### src/rtl/bfm_pkg.sv
package bfm_pkg;

  localparam int KSIZE_W = 4;
  localparam int DIM_W   = 11;
  localparam int PIX_W   = 8;
  localparam int DIVR_W  = 2 * KSIZE_W;

  localparam logic [KSIZE_W-1:0] KERNEL_SIZE_RESET  = 4'd5;
  localparam logic [DIM_W-1:0]   IMAGE_WIDTH_RESET  = 11'd512;
  localparam logic [DIM_W-1:0]   IMAGE_HEIGHT_RESET = 11'd512;

  typedef enum logic [1:0] {
    CFG_KERNEL_SIZE  = 2'd0,
    CFG_IMAGE_WIDTH  = 2'd1,
    CFG_IMAGE_HEIGHT = 2'd2
  } cfg_index_t;

  typedef enum logic {
    KIND_PIXEL = 1'b0,
    KIND_DRAIN = 1'b1
  } kind_t;

  typedef struct packed {
    logic             kind;
    logic [PIX_W-1:0] pixel;
  } in_word_t;

  typedef struct packed {
    logic [PIX_W-1:0] mean_value;
    logic             last_in_frame;
  } out_word_t;

endpackage

### src/rtl/bfm_div.sv
// Restoring divider, one quotient bit per cycle, with the quotient
// saturated to eight bits.
module bfm_div #(
  parameter int SUM_W = 16
) (
  input  logic                          clk,
  input  logic                          rst_n,
  input  logic                          start,
  input  logic [SUM_W-1:0]              dividend,
  input  logic [bfm_pkg::DIVR_W-1:0]    divisor,
  output logic                          done_r,
  output logic [bfm_pkg::PIX_W-1:0]     quotient
);

  localparam int DW    = bfm_pkg::DIVR_W;
  localparam int CNT_W = $clog2(SUM_W + 1);

  logic [SUM_W-1:0] quo_r, quo_nxt;
  logic [DW-1:0]    rem_r, rem_nxt;
  logic [DW-1:0]    dvs_r;
  logic [CNT_W-1:0] cnt_r, cnt_nxt;
  logic             busy_r, busy_nxt, done_nxt;
  logic [DW:0]      rem_sh;
  logic [DW:0]      trial;

  always_comb begin
    rem_sh   = {rem_r, quo_r[SUM_W-1]};
    trial    = rem_sh - {1'b0, dvs_r};
    quo_nxt  = quo_r;
    rem_nxt  = rem_r;
    cnt_nxt  = cnt_r;
    busy_nxt = busy_r;
    done_nxt = done_r;
    if (start) begin
      quo_nxt  = dividend;
      rem_nxt  = '0;
      cnt_nxt  = CNT_W'(SUM_W);
      busy_nxt = 1'b1;
      done_nxt = 1'b0;
    end else if (busy_r) begin
      if (rem_sh >= {1'b0, dvs_r}) begin
        rem_nxt = trial[DW-1:0];
        quo_nxt = {quo_r[SUM_W-2:0], 1'b1};
      end else begin
        rem_nxt = rem_sh[DW-1:0];
        quo_nxt = {quo_r[SUM_W-2:0], 1'b0};
      end
      cnt_nxt = cnt_r - CNT_W'(1);
      if (cnt_r == CNT_W'(1)) begin
        busy_nxt = 1'b0;
        done_nxt = 1'b1;
      end
    end
  end

  always_ff @(posedge clk) begin
    if (!rst_n) begin
      busy_r <= 1'b0;
      done_r <= 1'b0;
      cnt_r  <= '0;
    end else begin
      busy_r <= busy_nxt;
      done_r <= done_nxt;
      cnt_r  <= cnt_nxt;
    end
  end

  always_ff @(posedge clk) begin
    quo_r <= quo_nxt;
    rem_r <= rem_nxt;
    if (start) begin
      dvs_r <= divisor;
    end
  end

  assign quotient = (quo_r > SUM_W'(255)) ? 8'hFF : quo_r[bfm_pkg::PIX_W-1:0];

endmodule

### config.mk
export PLATFORM = sky130hd
export DESIGN_NAME = bfm_div
export DESIGN_NICKNAME = d
export VERILOG_FILES = /design/src/rtl/bfm_pkg.sv /design/src/rtl/bfm_div.sv
export SDC_FILE = /design/constraint.sdc
export NUM_CORES = 1
export LEC_CHECK = 0
export BUFFER_PORTS_ARGS = -buffer_cell sky130_fd_sc_hd__buf_2
export CAP_MARGIN = 20
export CORE_ASPECT_RATIO = 0.6
export CORE_MARGIN = 5
export CORE_UTILIZATION = 55
export DETAILED_ROUTE_END_ITERATION = 12
export PLACE_DENSITY = 0.88
export SYNTH_ARGS = -nofsm -noshare
export SYNTH_HDL_FRONTEND = slang
export SYNTH_SLANG_ARGS = --single-unit
export TNS_END_PERCENT = 50
### constraint.sdc
create_clock -name clk -period 2.7 [get_ports clk]
set_clock_uncertainty 0.2 [all_clocks]
set_input_delay 0.54 -clock clk [delete_from_list [all_inputs] [get_ports clk]]
set_output_delay 0.54 -clock clk [all_outputs]
set_load 0.01 [all_outputs]
## Yosys cells after proc, flatten, opt, wreduce, memory -nomap -nowiden

Cells that the tools add are included.

- Input bits: 27
- Word-level logic and storage cells: 26
- Register bits: 39
- Output and inout bits: 9

- Bitwise logic cells: 1
- $add $sub $neg: 2
- $lt $le $gt $ge: 2
- Reduce and logical (&&, ||, !) cells: 3
- Equality and inequality tests: 1
- Mux-type cells: 10

Operators with widths:

| kind | count |
|---|---|
| $mux W16 | 2 |
| $gt A16 B8 Y1 const B | 1 |
| $mux W8 | 2 |
| $mux W5 | 2 |
| $ge A9 B8 Y1 | 1 |
| $sub A8 B8 Y8 | 1 |
| $eq A5 B1 Y1 const B | 1 |
| $sub A5 B1 Y5 const B | 1 |
| $mux W1 | 4 |
| $reduce_and A2 Y1 | 1 |
| $reduce_bool A2 Y1 | 1 |
| $reduce_or A2 Y1 | 1 |
| $not A1 Y1 | 1 |

## Longest topological paths before layout

- Depth after elaboration: 4
- Depth in mapped cells: 8
- Mapped depth without buffers: 8

## Worst setup path before layout

No wires, ideal clock.

- Kind: register -> register
- Start: register dvs_r[4]
- End: register quo_r[0], data pin
- Clock period less this slack: 2.071 ns
- Setup slack: 0.629 ns
- Setup time: 0.260 ns
- Path buffers: 1
- Data arrival time: 1.611 ns
- Data required time: 2.240 ns
- Stages on the path, launching flop included: 8
- Path through: edfxtp_1 inv_1 ha_1 a21o_1 a221oi_2 o21ai_2 buf_6 mux2_2

- Word-level cells in the longest chain between the ends: 4

RTL lines:

| item | RTL line | source |
|---|---|---|
| start: declaration | bfm_div.sv:20 | `logic [DW-1:0] dvs_r;` |
| start signal: assignment | bfm_div.sv:72 | `dvs_r <= divisor;` |
| $ge A9 B8 Y1 | bfm_div.sv:41 | `if (rem_sh >= {1'b0, dvs_r}) begin` |
| $mux W1 | bfm_div.sv:41 |  |
| $mux W16 | bfm_div.sv:40 | `end else if (busy_r) begin` |
| $mux W16 | bfm_div.sv:34 | `if (start) begin` |
| via quo_nxt[0] | bfm_div.sv:18 | `logic [SUM_W-1:0] quo_r, quo_nxt;` |
| end signal: assignment | bfm_div.sv:69 | `quo_r <= quo_nxt;` |
| end: declaration | bfm_div.sv:18 |  |

The timed path passes the listed nets, and every way through them passes these cells. The select of a mux whose other input is x is not followed.
A chain may end at the register's enable or synchronous reset.

## Worst setup path in the final report

- Start: register quo_r[15]
- End: output quotient[3] in the netlist's numbering

- Word-level cells in the longest chain between the ends: 2

RTL lines:

| item | RTL line | source |
|---|---|---|
| $gt A16 B8 Y1 | bfm_div.sv:76 | `assign quotient = (quo_r > SUM_W'(255)) ? 8'hFF : quo_r[bfm_pkg::PIX_W-1:0];` |
| $mux W8 | bfm_div.sv:76 |  |
| end: declaration | bfm_div.sv:12 | `output logic [bfm_pkg::PIX_W-1:0] quotient` |

Every way passes these cells.

==> results.json <==
{
  "firstDrtPassIters": 4,
  "synthesis.area_mm2": 0.00204,
  "hold_viol": 0,
  "die_h_um": 57.2,
  "maxCapViolations": 0,
  "ys_async_sr_fraction": 0,
  "cts_sinks": 39,
  "final-setup-viol-count": 0,
  "ctsResizeCount": 0,
  "synthCells": 177,
  "drt_wl_total_mm": 3.92,
  "cts_root_buf": "clkbuf_8",
  "route.detailed.drc": 0,
  "clk_latency_ps": 290,
  "wl_per_cell_um": 14.8,
  "io_buffer_count": 35,
  "numCtsBuffers": 5,
  "final_core_util": 0.656,
  "slowest_stage": "edfxtp_1",
  "synth_common_cells": "edfxtp_1, mux2_2, dfxtp_1",
  "synth.avg_cell_area_um2": 11.5,
  "fin_area_mm2": 0.00237,
  "min_period_over_period": 0.915,
  "grt_pass1_vias": 1383,
  "grt_overflow": 0,
  "hold_class": "in2reg",
  "yosys_register_bits": 39,
  "synth_area_leaders": "edfxtp_1, dfxtp_1, mux2_2",
  "crit_arrival_ps": 1730,
  "dp_slack_ps": 391,
  "clk_pin_slew_worst_paths_ps": 70,
  "fin_setup_tns_ps": 0,
  "diodes": 0,
  "ant_nets": 0,
  "row_count": 17,
  "post_cts_buffers": 0,
  "total_power_mw": 1.39,
  "finalWorstSetupSlack_ps": 230,
  "drv_slew": 0,
  "synth_edf_count": 24,
  "h-tree-depth": 2,
  "yosysWarnings": 0,
  "crit_path_max_incr_delay_ps": 390,
  "fmax_mhz": 405,
  "cts.path.max_buffers": 2,
  "vias": 1421,
  "crit_chain": "nor4_1 > nand2_1 > or2_2 > buf_2",
  "p_leak_nw": 0.975,
  "antenna_found_initial": 0,
  "cp_top_family": "simple AND/OR/NAND/NOR gates",
  "end_kind": "output port",
  "layout-drive-gt1-share": 0.353,
  "syn_to_final_growth_pct": 16.3,
  "hpwl_mm": 2.89,
  "worstMarginPinSlew_ps": 609,
  "gp_congestion": 0.933,
  "die_x_um": 88.6,
  "rsz0062_at_grt": "no",
  "track_usage": 0.167,
  "fin_nets": 255,
  "grt_pass1_wl_mm": 6.49,
  "period_needed_ps": 2470,
  "grt_max_degree": 32,
  "yosysTopAreaCellShare": 0.353,
  "synth_area_leader_cell": "edfxtp_1",
  "drt_iter0_markers": 57,
  "critPathKind": "reg2out",
  "synth_ff_type": "edfxtp_1",
  "placed_area_mm2": 0.00226,
  "synth.most_common_cell": "edfxtp_1",
  "ios": 36,
  "ys_seq_area_frac": 0.501,
  "worst-path-max-fanout": 8,
  "crit_buf_inv": 1,
  "critPathLaunchType": "register",
  "synth_nets": 215,
  "max_slew_margin": 0.594,
  "vias_per_cell": 5.36,
  "core_mm2": 0.00362,
  "initial_core_util": 0.564,
  "cts-hold-fix-buffers": 0,
  "die_area_mm2": 0.00507,
  "dp.cells": 257,
  "hold_slack_ps": 222,
  "r2r_slack_ps": 340,
  "power_density_mw_per_mm2": 586,
  "cts_tree": "built",
  "required_ps": 1960,
  "outcome": "finished clean",
  "final_cells": 265,
  "synth_cell_types": 39,
  "vdd_drop_max_mv": 0.360
}
-- area by class of cell --
type,count,area (um2)
fill,277,1240
sequential,39,1020
multi-input combinational,120,942
timing repair buffer,37,190
clock buffer,5,68.8
tap,47,58.8
inverter,14,52.6
clock inverter,3,38.8
-- routing by layer --
layer  vias up  share of wire  GRT usage
met5         -              0          0
met4         0         0.0094     0.0517
met3         4          0.041     0.0390
met2        24           0.45      0.242
met1       678           0.50      0.247
li1        715              -          -
-- sequential cells by signal, summed over array words and instances, names as in the netlist --
| signal | cells |
|---|---|
| quo_r | 16 |
| rem_r | 8 |
| busy_r | 1 |
| dvs_r | 8 |
| cnt_r | 5 |
| done_r | 1 |
-- cell families after synthesis --
group | synth area share
AND/OR/NAND/NOR | 0.130
flip-flops | 0.501
AO/OA/AOI/OAI | 0.102
multiplexers | 0.120
buffers and inverters | 0.0374
adder cells (fa/ha/maj) | 0.0712
XOR/XNOR | 0.0386
-- cells in the final DEF (no fill, tap or decap), drive strengths merged, types with 2 or more instances in the layout --
cell | Yosys | final
or2 | 11 | 11
ha | 10 | 10
xor2 | 5 | 5
mux2 | 17 | 17
inv | 14 | 14
nand2b | 4 | 4
clkinv | 0 | 2
buf | 4 | 37
a21o | 3 | 3
a21oi | 2 | 2
nand2 | 10 | 10
edfxtp | 24 | 24
xnor2 | 4 | 4
nor4 | 2 | 2
dfxtp | 15 | 15
a31oi | 2 | 2
nor2 | 14 | 14
mux2i | 5 | 5
a211oi | 4 | 4
clkbuf | 0 | 5
nor3 | 3 | 3
nor4b | 2 | 2
o21a | 2 | 2
o21ai | 5 | 5
nor2b | 4 | 4
-- path summary, 6_finish.rpt --
| check | depth (start not counted) | to | from |
|---|---|---|---|
| worst max-delay path | 4 | quotient[3] | quo_r[15] |
| worst max register to register | 7 | rem_r[0] | dvs_r[5] |
| worst min register to register | 2 | rem_r[3] | rem_r[3] |
| worst min-delay path | 1 | dvs_r[5] | divisor[5] |
-- power breakdown --
| part | internal (mW) | total [mW] | switching, mW |
|---|---|---|---|
| clock network | 0.270 | 0.465 | 0.195 |
| logic | 0.103 | 0.212 | 0.110 |
| registers | 0.687 | 0.713 | 0.0259 |
Note: power is estimated with default switching activity, not from simulation.
